### config.mk
export PLATFORM = sky130hd
export DESIGN_NAME = io_expander_port_with_pin_interrupts_unit
export DESIGN_NICKNAME = d
export VERILOG_FILES = /design/src/rtl/core/iepi_pkg.sv /design/src/rtl/core/iepi_cfg_regs.sv /design/src/rtl/core/iepi_pin_logic.sv /design/src/rtl/core/io_expander_port_with_pin_interrupts_unit.sv
export VERILOG_INCLUDE_DIRS = /design/src /design/src/rtl/core
export SDC_FILE = /design/constraint.sdc
export NUM_CORES = 1
export LEC_CHECK = 0
export BUFFER_PORTS_ARGS = -buffer_cell sky130_fd_sc_hd__clkbuf_2
export CAP_MARGIN = 20
export CORE_AREA = 2 2 96 98
export DETAILED_ROUTE_END_ITERATION = 10
export DIE_AREA = 0 0 98 100
export GPL_TIMING_DRIVEN = 1
export PLACE_DENSITY = 0.87
export REMOVE_ABC_BUFFERS = 1
export SETUP_SLACK_MARGIN = 0.3
export SYNTH_ARGS = -nofsm -noshare
export SYNTH_HDL_FRONTEND = slang
export SYNTH_HIERARCHICAL = 1
export SYNTH_SLANG_ARGS = --single-unit
### constraint.sdc
create_clock -name clk -period 2.15 [get_ports clk]
set_input_delay 0.43 -clock clk [delete_from_list [all_inputs] [get_ports clk]]
set_output_delay 0.43 -clock clk [all_outputs]
set_load 0.01 [all_outputs]
### src/rtl/core/io_expander_port_with_pin_interrupts_unit_assert.svh
// ----------------------------------------------------------------------------
// Assertion macros for the I/O expander port unit
// Shared concurrent checks, clocked on clk and held off during reset.
// ----------------------------------------------------------------------------
`ifndef IO_EXPANDER_PORT_WITH_PIN_INTERRUPTS_UNIT_ASSERT_SVH
`define IO_EXPANDER_PORT_WITH_PIN_INTERRUPTS_UNIT_ASSERT_SVH

// Implication checked on every clock edge out of reset
`define IEPI_ASSERT_IMP(lbl, ante, cons, msg) \
  lbl: assert property (@(posedge clk) disable iff (!rst_n) (ante) |-> (cons)) else $error(msg);

// Implication whose consequent is checked on the next clock edge
`define IEPI_ASSERT_NEXT(lbl, ante, cons, msg) \
  lbl: assert property (@(posedge clk) disable iff (!rst_n) (ante) |=> (cons)) else $error(msg);

`endif

### src/rtl/core/iepi_pkg.sv
// ----------------------------------------------------------------------------
// iepi_pkg
// Types, codes and constants shared by the I/O expander port unit.
// ----------------------------------------------------------------------------
`default_nettype none

package iepi_pkg;

  localparam int PIN_COUNT = 8;
  localparam int PORT_BITS = 8;
  localparam int LIVE_PINS = (PIN_COUNT > PORT_BITS) ? PORT_BITS : PIN_COUNT;
  localparam logic [7:0] FULL_BYTE = 8'hFF;
  localparam logic [7:0] LIVE_MASK = 8'((9'd1 << LIVE_PINS) - 9'd1);
  localparam logic [7:0] LATCH_RESET = FULL_BYTE;

  typedef enum logic [1:0] {
    FUNC_WRITE  = 2'd0,
    FUNC_TOGGLE = 2'd1,
    FUNC_READ   = 2'd2,
    FUNC_SAMPLE = 2'd3
  } func_t;

  typedef enum logic [2:0] {
    MODE_NONE = 3'd0,
    MODE_RISE = 3'd1,
    MODE_FALL = 3'd2,
    MODE_ANY  = 3'd3,
    MODE_HIGH = 3'd4,
    MODE_LOW  = 3'd5
  } irq_mode_t;

  typedef enum logic [1:0] {
    REG_DIRECTION = 2'd0,
    REG_MODES     = 2'd1,
    REG_ENABLE    = 2'd2
  } reg_index_t;

  typedef struct packed {
    logic [7:0]  direction_mask;
    logic [23:0] interrupt_modes;
    logic [7:0]  interrupt_enable;
  } cfg_t;

  typedef struct packed {
    func_t      func;
    logic [2:0] pin_index;
    logic       level;
    logic [7:0] port_sample;
    logic       sample_ok;
  } cmd_t;

  typedef struct packed {
    logic [7:0] port_drive;
    logic       drive_valid;
    logic       pin_level;
    logic [7:0] fire_mask;
  } result_t;

endpackage

`default_nettype wire

### src/rtl/core/iepi_cfg_regs.sv
// ----------------------------------------------------------------------------
// iepi_cfg_regs
// Configuration register bank: direction, interrupt modes and enables.
// ----------------------------------------------------------------------------
`default_nettype none

module iepi_cfg_regs import iepi_pkg::*; (
  input  wire logic        clk,
  input  wire logic        rst_n,
  input  wire logic        wr_en,
  input  wire logic [1:0]  wr_index,
  input  wire logic [23:0] wr_data,
  output cfg_t             cfg
);

  cfg_t cfg_r;
  cfg_t cfg_nxt;

  always_comb begin
    cfg_nxt = cfg_r;
    if (wr_en) begin
      unique case (wr_index)
        REG_DIRECTION: cfg_nxt.direction_mask   = wr_data[7:0];
        REG_MODES:     cfg_nxt.interrupt_modes  = wr_data;
        REG_ENABLE:    cfg_nxt.interrupt_enable = wr_data[7:0];
        default:       cfg_nxt = cfg_r;  // unmapped index: drop the write
      endcase
    end
  end

  always_ff @(posedge clk) begin
    if (!rst_n) begin
      cfg_r <= '0;
    end else begin
      cfg_r <= cfg_nxt;
    end
  end

  assign cfg = cfg_r;

endmodule

`default_nettype wire

### src/rtl/core/iepi_pin_logic.sv
// ----------------------------------------------------------------------------
// iepi_pin_logic
// Per-item datapath: latch update, drive byte, pin read and interrupt firing.
// ----------------------------------------------------------------------------
`default_nettype none

module iepi_pin_logic import iepi_pkg::*; (
  input  wire cmd_t        cmd,
  input  wire cfg_t        cfg,
  input  wire logic [7:0]  latch,
  output logic      [7:0]  latch_nxt,
  output result_t          res
);

  logic       in_range;
  logic [7:0] pin_bit;
  logic [7:0] before_in;
  logic [7:0] after_in;
  logic [7:0] fire;
  logic       changed;

  assign in_range = ({1'b0, cmd.pin_index} < 4'(LIVE_PINS));
  assign pin_bit  = 8'd1 << cmd.pin_index;

  // Interrupt sample: compare input pins before and after the new sample
  assign before_in = latch & cfg.direction_mask;
  assign after_in  = (cmd.sample_ok ? cmd.port_sample : latch) & cfg.direction_mask;
  assign changed   = (before_in != after_in);

  always_comb begin
    for (int n = 0; n < 8; n++) begin
      unique case (irq_mode_t'(cfg.interrupt_modes[3*n +: 3]))
        MODE_RISE: fire[n] = !before_in[n] && after_in[n];
        MODE_FALL: fire[n] = before_in[n] && !after_in[n];
        MODE_ANY:  fire[n] = before_in[n] != after_in[n];
        MODE_HIGH: fire[n] = after_in[n];
        MODE_LOW:  fire[n] = !after_in[n];
        default:   fire[n] = 1'b0;  // none or unknown mode: skip the pin
      endcase
    end
  end

  always_comb begin
    latch_nxt = latch;
    res       = '0;
    if (cmd.func == FUNC_SAMPLE) begin
      if (cmd.sample_ok) begin
        latch_nxt = cmd.port_sample;
      end
      res.fire_mask = changed ? (fire & cfg.interrupt_enable & LIVE_MASK) : 8'd0;
    end else if (in_range) begin
      unique case (cmd.func)
        FUNC_WRITE: begin
          latch_nxt       = cmd.level ? (latch | pin_bit) : (latch & ~pin_bit);
          res.drive_valid = 1'b1;
        end
        FUNC_TOGGLE: begin
          latch_nxt       = latch ^ pin_bit;
          res.drive_valid = 1'b1;
        end
        default: begin
          if (cmd.sample_ok) begin
            latch_nxt = cmd.port_sample;
          end
        end
      endcase
      res.port_drive = res.drive_valid ? (latch_nxt | cfg.direction_mask) : 8'd0;
      res.pin_level  = latch_nxt[cmd.pin_index];
    end
  end

endmodule

`default_nettype wire

### src/rtl/core/io_expander_port_with_pin_interrupts_unit.sv
// ----------------------------------------------------------------------------
// io_expander_port_with_pin_interrupts_unit
// Quasi-bidirectional 8-pin port with per-pin edge and level interrupts.
// ----------------------------------------------------------------------------
// Usage:
//   in_*  : one command per transaction (write, toggle, read pin, or an
//           interrupt sample). Exactly one result per command on out_*.
//   out_* : drive byte with its valid flag, addressed pin level, fire mask.
//   cfg_* : register writes (direction, interrupt modes, enables); always
//           ready, only to be issued while no command is in flight.
// An input transaction lands in the input register; the pin logic fills the
// result register from it once that register is free, and out_tvalid rises
// when the result register holds the result. Throughput is one command per
// cycle while the receiver does not stall; the line latch is read and updated
// as each command advances, so consecutive commands see each other's effect
// without bubbles. When the receiver stalls, the result register holds and
// the input register fills; in_tready drops only when both are occupied.
// Reset empties both registers, sets the line latch to all ones (power-on
// port value) and clears all configuration registers.
// ----------------------------------------------------------------------------
`default_nettype none

module io_expander_port_with_pin_interrupts_unit import iepi_pkg::*; (
  input  wire logic        clk,
  input  wire logic        rst_n,
  // input channel
  input  wire logic        in_tvalid,
  output logic             in_tready,
  input  wire logic [15:0] in_tdata,   // pin_index[2:0], level[3], port_sample[11:4], zero
  input  wire logic [2:0]  in_tuser,   // func[1:0], sample_ok[2]
  // result channel
  output logic             out_tvalid,
  input  wire logic        out_tready,
  output logic [23:0]      out_tdata,  // port_drive[7:0], pin_level[8], fire_mask[16:9], zero
  output logic             out_tuser,  // drive_valid[0]
  // configuration channel
  input  wire logic        cfg_valid,
  output logic             cfg_ready,
  input  wire logic [1:0]  cfg_index,
  input  wire logic [23:0] cfg_data
);

`include "io_expander_port_with_pin_interrupts_unit_assert.svh"

  cfg_t       cfg;
  cmd_t       cmd_r;
  logic       cmd_valid_r;
  logic       cmd_valid_nxt;
  logic [7:0] latch_r;
  logic [7:0] latch_nxt;
  logic [7:0] latch_calc;
  result_t    res_calc;
  result_t    res_r;
  logic       res_valid_r;
  logic       res_valid_nxt;
  logic       advance;
  logic       in_fire;

  assign cfg_ready = 1'b1;

  iepi_cfg_regs u_cfg_regs (
    .clk      (clk),
    .rst_n    (rst_n),
    .wr_en    (cfg_valid),
    .wr_index (cfg_index),
    .wr_data  (cfg_data),
    .cfg      (cfg)
  );

  iepi_pin_logic u_pin_logic (
    .cmd       (cmd_r),
    .cfg       (cfg),
    .latch     (latch_r),
    .latch_nxt (latch_calc),
    .res       (res_calc)
  );

  // Advance the held command into the result register when that slot frees
  assign advance   = cmd_valid_r && (!res_valid_r || out_tready);
  assign in_tready = !cmd_valid_r || advance;
  assign in_fire   = in_tvalid && in_tready;

  always_comb begin
    cmd_valid_nxt = in_fire ? 1'b1 : (advance ? 1'b0 : cmd_valid_r);
    res_valid_nxt = advance ? 1'b1 : ((out_tready) ? 1'b0 : res_valid_r);
    latch_nxt     = advance ? latch_calc : latch_r;
  end

  always_ff @(posedge clk) begin
    if (!rst_n) begin
      cmd_valid_r <= 1'b0;
      res_valid_r <= 1'b0;
      latch_r     <= LATCH_RESET;
    end else begin
      cmd_valid_r <= cmd_valid_nxt;
      res_valid_r <= res_valid_nxt;
      latch_r     <= latch_nxt;
    end
  end

  always_ff @(posedge clk) begin
    if (in_fire) begin
      cmd_r.func        <= func_t'(in_tuser[1:0]);
      cmd_r.sample_ok   <= in_tuser[2];
      cmd_r.pin_index   <= in_tdata[2:0];
      cmd_r.level       <= in_tdata[3];
      cmd_r.port_sample <= in_tdata[11:4];
    end
    if (advance) begin
      res_r <= res_calc;
    end
  end

  assign out_tvalid = res_valid_r;
  assign out_tuser  = res_r.drive_valid;
  assign out_tdata  = {7'd0, res_r.fire_mask, res_r.pin_level, res_r.port_drive};

  // Drive byte is zero whenever it is not flagged for sending
  `IEPI_ASSERT_IMP(a_drive_zero, out_tvalid && !out_tuser, out_tdata[7:0] == 8'd0,
    "port_drive non-zero without drive_valid")
  // A result never carries both a drive and a fire mask
  `IEPI_ASSERT_IMP(a_drive_xor_fire, out_tvalid && out_tuser, out_tdata[16:9] == 8'd0,
    "fire_mask set on a write or toggle result")
  // The latch moves only when a command is processed
  `IEPI_ASSERT_NEXT(a_latch_hold, !advance, $stable(latch_r),
    "line latch changed without a command advancing")
  // A held command that cannot advance stays in the input register
  `IEPI_ASSERT_NEXT(a_cmd_hold, cmd_valid_r && !advance, cmd_valid_r && $stable(cmd_r),
    "stalled command lost or altered")

endmodule

`default_nettype wire
==> impl_metrics.tcl, run 1 <==
set metrics [dict create \
    violations "setup timing" \
    dp_cells 650 \
    portBuffers 65 \
    layout.cells.non_filler 685 \
    powerDensity_nw_per_um2 658 \
    viasPerCell 5.67 \
    ys_seq_area_share_pct 45.5 \
    min-delay-start "in_tdata[5]" \
    synth_top_cell_by_area "dfxtp_1" \
    final_core_util_pct 63.7 \
    critPathSlowestCell "edfxtp_1" \
    r2r_slack_ps -80 \
    synth_edf_count 33 \
    fin_nets 635 \
    cts_hold_buf 0 \
    ys_seq_elements 83 \
    dieHeight_microns 100 \
    power_leakage_nw 2.40 \
    avgSynthCellArea_sq_um 9.38 \
    finalWorstSetupSlack_ps -76.2 \
    worst_ep_arrival_time_ps 2340 \
    rows 35 \
    synthCells 467 \
    initial_core_util_pct 49.3 \
    relSlewSlack_pct 48.8 \
    drtPass1Iterations 5 \
    cts_buffers 9 \
    path_max_fanout 8 \
    min_period_over_period_pct 104 \
    overflow 0 \
    htree_levels 3 \
    pre_cts_ws_ps -27.4 \
    slowest_delay_ps 380 \
    yosys-top-cells-area "dfxtp_1 23%, edfxtp_1 23%, mux2i_1 11%" \
    cts_tree "yes" \
    path_clk_slew_ps 80 \
    cp-end-kind "flip-flop" \
    n_antenna_cell 0 \
    worstPathCellList "buf_12, mux2i_4, nand2b_4, inv_1, ha_4, nand4_1, o211ai_1, buf_4, nor3_1" \
    ys_async_sr_fraction_pct 0 \
    r2r-start "cmd_r[0]$_DFFE_PP_" \
    layout_commonest_cell "nand2_1" \
    critPathLaunchType "flip-flop" \
    tightest_slew_ps 768 \
    grtUsageTotal_pct 22.5 \
    ff_latch_area_sq_um 1990 \
    die_w_microns 98 \
    tns_ps -524 \
    hold_depth 1 \
    core-area_sq_um 8890 \
    reg2reg_to "out_tdata[9]$_DFFE_PP_" \
    final.setup_skew_ps 11.8 \
    rsz0062_at_grt "true" \
    io_pins 78 \
    place_hpwl_microns 7420 \
    period_minus_slack_ps 2230 \
    gp_congestion 0.853 \
    setup-violations-final 9 \
    max_freq_mhz 449 \
    multi_input_area_sq_um 2410 \
    drc 0 \
    cp.required_ps 2260 \
    num_vias 3885 \
    synth_top_area_share_pct 22.8 \
    ant_nets 0 \
    die_area_sq_um 9800 \
    finalHoldViolations 0 \
    yosysWarningCount 6 \
    area_delta_synth_final_pct 29.2 \
    cap_violations 0 \
    cts_buffer_depth 2 \
    antenna_found_initial 0 \
    ys.flop_type "dfxtp_1" \
    drive_above_1_share_pct 32.6 \
    crit_type "flip-flop to flip-flop" \
    cts_root_buf "clkbuf_8" \
    worstSkewPairLatency_ps 360 \
    grt_pass1_wl_microns 17500 \
    drt_iter0_markers 417 \
    grt_max_degree 75 \
    mostFrequentLayoutCells "83 x nand2_1, 65 x clkbuf_2, 50 x dfxtp_1, 45 x buf_4, 45 x mux2i_1" \
    maxSlewViolCount 0 \
    status "finished, violations left" \
    hp-class "primary input to flip-flop" \
    hold_path_end "cmd_r[2]$_DFFE_PP_" \
    r2r_cells 9 \
    grt_pass1_vias 3701 \
    fillers 681 \
    p_total_mw 3.72 \
    ys_types 53 \
    clock_sinks 83 \
    wl_per_cell_microns 17.6 \
    syn-cell-area_sq_um 4380 \
    irDropWorstVdd_v 0.000286 \
    detail_route.wirelength_microns 12100 \
]
==> kinds of logic (layout without fill, tap and decap cells) <==
kind of cell	after synthesis	after routing	share of synthesized area [%]
and+or+nand+nor	155	155	16.4
AOI/OAI and AO/OA	87	87	12.2
DFF	83	83	45.5
buffers and inverters	63	164	7.45
muxes	53	53	12.2
adders and majority gates	16	16	4.57
xor gates and xnor gates	8	8	1.60
other	2	8	0.171
==> critical path: cells and delay by family, from the launching register on <==
family / cells / cell delay [ps]
and+or+nand+nor: 3 / 360
AOI/OAI and AO/OA: 1 / 240
muxes: 1 / 270
buffers and inverters: 3 / 460
DFF: 1 / 380
adders and majority gates: 1 / 260
==> metal layers <==
layer	up-vias	track usage [%]	routed length (microns)
met5	-	0	0
met4	0	12.6	490
met3	62	4.04	662
met2	171	40.9	6460
met1	1864	24.8	4450
li1	1788	-	-
==> synthesized netlist by cell type, types with 7 or more instances <==
master / count
dfxtp_1: 50
buf_4: 10
a211oi_1: 7
mux2i_1: 50
inv_1: 29
nor3_1: 16
nor2_1: 19
edfxtp_1: 33
a21oi_1: 37
o21ai_1: 8
nand2_1: 86
nand2b_1: 8
ha_1: 16
xnor2_1: 8
clkbuf_1: 11
a21o_1: 9
o21ai_0: 8
==> power breakdown <==
group	internal [mW]	total, mW	switching (mW)	leakage [nW]
clock network	0.765	1.34	0.580	0.118
registers	1.71	1.79	0.0763	0.722
logic	0.282	0.588	0.306	1.56
==> timing repair <==
action	CTS	global route
pin swaps	17	13
setup buffers	6	13
endpoints found under the setup margin	10	13
resized for setup	30	40
==> metrics by stage <==
| step | hold WS, ps | cell area (sq um) |
|---|---|---|
| 3_3_place_gp | 445 | 4930 |
| 6_report | 236 | 5660 |
| 4_1_cts | 231 | 5380 |
| 3_5_place_dp | 453 | 4930 |
| 5_1_grt | 217 | 5660 |
| 2_1_floorplan | 436 | 4190 |
==> worst max-delay path by stage <==
stage | start | endpoint | slack, ps
floorplan | cmd_r[13]$_DFFE_PP_ | out_tdata[8]$_DFFE_PP_ | -230
global placement | cmd_r[12]$_DFFE_PP_ | out_tdata[8]$_DFFE_PP_ | 20
detailed placement | cmd_r[12]$_DFFE_PP_ | out_tdata[8]$_DFFE_PP_ | -30
CTS | cmd_r[0]$_DFFE_PP_ | out_tdata[11]$_DFFE_PP_ | 8
global route | cmd_r[0]$_DFFE_PP_ | out_tdata[11]$_DFFE_PP_ | -100
finish | cmd_r[0]$_DFFE_PP_ | out_tdata[9]$_DFFE_PP_ | -80
==> sequential cells by signal (all words and copies together) (netlist names) <==
register / cells
latch_r: 8
out_tvalid: 1
cmd_valid_r: 1
out_tuser: 1
out_tdata: 17
u_cfg_regs/cfg: 40
cmd_r: 15
==> area by class of cell <==
class	count	area share, %
clock buffers	10	2.26
repair buffers	118	13.6
flip-flops and latches	83	35.2
well taps	111	2.45
clock inverters	6	1.84
multi-input cells	327	42.6
inverters	30	2.06
Power figures use the tool's default switching activity.
==> inputs of run 2 (changes only) <==
ABC_AREA = 1   (was default)
CORE_AREA = 2 2 99 101   (was 2 2 96 98)
DIE_AREA = 0 0 101 103   (was 0 0 98 100)
PLACE_DENSITY = 0.86   (was 0.87)
==> run 2 against run 1 <==
The flow still finishes with violations (setup timing). Critical endpoint is now out_tdata[13]$_DFFE_PP_. Critical path depth increased by 1. Wire length is 0.41% lower. First-iteration DRC count down 29%. Register-to-register slack improved by 40 ps. Worst hold slack gained 3.7 ps. Power is 1.4% lower. Core utilization is 3.1 points lower. Highest routed layer unchanged. Sequential cell count did not move. Largest cell class unchanged. Clock-buffer cell count up 2. Largest power group unchanged.
==> impl_metrics.tcl, run 2 <==
set metrics [dict create \
    relSlewSlack_pct 58.0 \
    pre_cts_ws_ps -354 \
    ys_seq_area_share_pct 42.5 \
    max_freq_mhz 456 \
    r2r-start "cmd_r[0]$_DFFE_PP_" \
    path_clk_slew_ps 90 \
    clock_sinks 83 \
    tightest_slew_ps 629 \
    violations "setup timing" \
    powerDensity_nw_per_um2 641 \
    yosys-top-cells-area "dfxtp_1 21%, edfxtp_1 21%, nand2_1 15%" \
    power_leakage_nw 2.92 \
    antenna_found_initial 0 \
    drc 0 \
    viasPerCell 5.26 \
    cp-end-kind "flip-flop" \
    synth_edf_count 33 \
    grt_pass1_wl_microns 17800 \
    synth_top_cell_by_area "dfxtp_1" \
    setup-violations-final 2 \
    layout_commonest_cell "nand2_1" \
    yosysWarningCount 6 \
    irDropWorstVdd_v 0.000294 \
    mostFrequentLayoutCells "177 x nand2_1, 90 x inv_1, 87 x nor2_1, 65 x clkbuf_2, 55 x nand3_1" \
    htree_levels 3 \
    cts_buffer_depth 2 \
    stdcell_area_sq_um 5730 \
    crit_type "flip-flop to flip-flop" \
    status "finished, violations left" \
    final_core_util_pct 60.6 \
    syn-cell-area_sq_um 4680 \
    dieHeight_microns 103 \
    drtPass1Iterations 7 \
    avgSynthCellArea_sq_um 7.15 \
    cp-startpoint "cmd_r[0]$_DFFE_PP_" \
    core-area_sq_um 9460 \
    place_area_sq_um 5220 \
    wl_per_cell_microns 13.8 \
    gp_congestion 0.915 \
    rsz0062_at_grt "true" \
    synth.most_common_cell "nand2_1" \
    io_pins 78 \
    period_minus_slack_ps 2190 \
    cts_buffers 9 \
    initial_core_util_pct 49.5 \
    worstSkewPairLatency_ps 360 \
    drive_above_1_share_pct 22.1 \
    cts_tree "yes" \
    n_antenna_cell 0 \
    ant_nets 0 \
    place_hpwl_microns 7740 \
    portBuffers 65 \
    synth_top_area_share_pct 21.4 \
    cts_root_buf "clkbuf_8" \
    ys_seq_elements 83 \
    fin_nets 817 \
    area_delta_synth_final_pct 22.4 \
    overflow 0 \
    synthCells 655 \
    final.setup_skew_ps 11.9 \
    drt_iter0_markers 296 \
    die_area_sq_um 10400 \
    grt_pass1_vias 3977 \
    path_max_fanout 8 \
    synthTopCellsByCount "187 x nand2_1, 92 x inv_1, 90 x nor2_1, 56 x nand3_1, 50 x dfxtp_1" \
    finalHoldViolations 0 \
    grt_max_degree 24 \
    critPathLaunchType "flip-flop" \
    detail_route.wirelength_microns 12000 \
    min-delay-start "in_tdata[2]" \
    rows 36 \
    ys_async_sr_fraction_pct 0 \
    ys_types 30 \
    maxSlewViolCount 0 \
    cap_violations 0 \
    num_vias 4580 \
    grtUsageTotal_pct 21.6 \
    cp.required_ps 2340 \
    hp-class "primary input to flip-flop" \
    min_period_over_period_pct 102 \
    worst_ep_arrival_time_ps 2380 \
    finalWorstSetupSlack_ps -40.8 \
    ys.flop_type "dfxtp_1" \
    die_w_microns 101 \
    largest_reg_flops 40 \
]
-- run 2: changes by cell type in the layout (fill, tap and decap cells not counted), moves of 12 or more --
cell and change:
inv_1 +65, mux2i_1 -45, nand2_1 +94, nand3_1 +54, nand4_1 +12, nor2_1 +72
-- run 2: critical path, cell delays in order, from the launching register on --
cell and delay [ps]:
edfxtp_1 510, buf_6 200, o21ai_4 150, inv_2 70
nor2_4 160, ha_4 220, nand4_1 110, nor2_2 60
nor2_4 230, nand4_1 130, a31oi_1 190
-- run 2: kinds of logic after synthesis --
logic type	share of synthesized area (%)
AO/OA/AOI/OAI	7.21
adder cells (fa/ha/maj)	4.27
buffers and inverters	12.2
flip-flops	42.5
other	0.160
AND/OR/NAND/NOR	33.6
-- run 2: worst paths after layout --
kind	to	slack, ps	cells after the start
worst min register to register	u_cfg_regs/cfg[6]$_SDFFE_PN0P_	520	4
worst min-delay path	cmd_r[12]$_DFFE_PP_	240	1
worst max-delay path	out_tdata[13]$_DFFE_PP_	-40	10
worst max register to register	out_tdata[13]$_DFFE_PP_	-40	10
-- run 2: routing by layer --
layer	wire, microns	track usage [%]	vias to the layer above
met5	0	0	-
met4	233	7.28	0
met3	729	4.14	26
met2	5980	37.4	194
met1	5070	27.1	2115
li1	-	-	2245
-- run 2: metrics by stage --
stage	hold WS (ps)	TNS, ps	std cells	total power, mW
global placement	491	-1600	841	2.38
global route	227	-645	870	3.83
floorplan	474	0	631	2.16
finish	239	-51.3	870	3.67
CTS	230	-23.0	860	3.60
detailed placement	493	-2450	841	2.40
-- run 2: what timing repair did --
| item | in CTS | in global routing |
|---|---|---|
| endpoints found under the hold margin | 0 | 0 |
| pin swaps | 1 | 18 |
| gates cloned | 0 | 1 |
| gates resized for setup | 4 | 36 |
| buffers inserted | 3 | 9 |
| hold buffers | 0 | 0 |
| endpoints found under the setup margin | 10 | 12 |
-- run 2: layout make-up --
class / instances / area [sq um]
Clock inverter: 4 / 47.5
Inverter: 95 / 357
Fill cell: 824 / 3730
Sequential cell: 83 / 1990
Clock buffer: 12 / 166
Multi-Input combinational cell: 453 / 2320
Tap cell: 114 / 143
Timing Repair Buffer: 109 / 708
-- run 2: power breakdown --
| part | leakage (nW) | internal, mW | switching, mW |
|---|---|---|---|
| sequential | 0.732 | 1.73 | 0.0692 |
| combinational | 2.09 | 0.264 | 0.405 |
| clock | 0.108 | 0.636 | 0.570 |
| total | 2.92 | 2.63 | 1.04 |
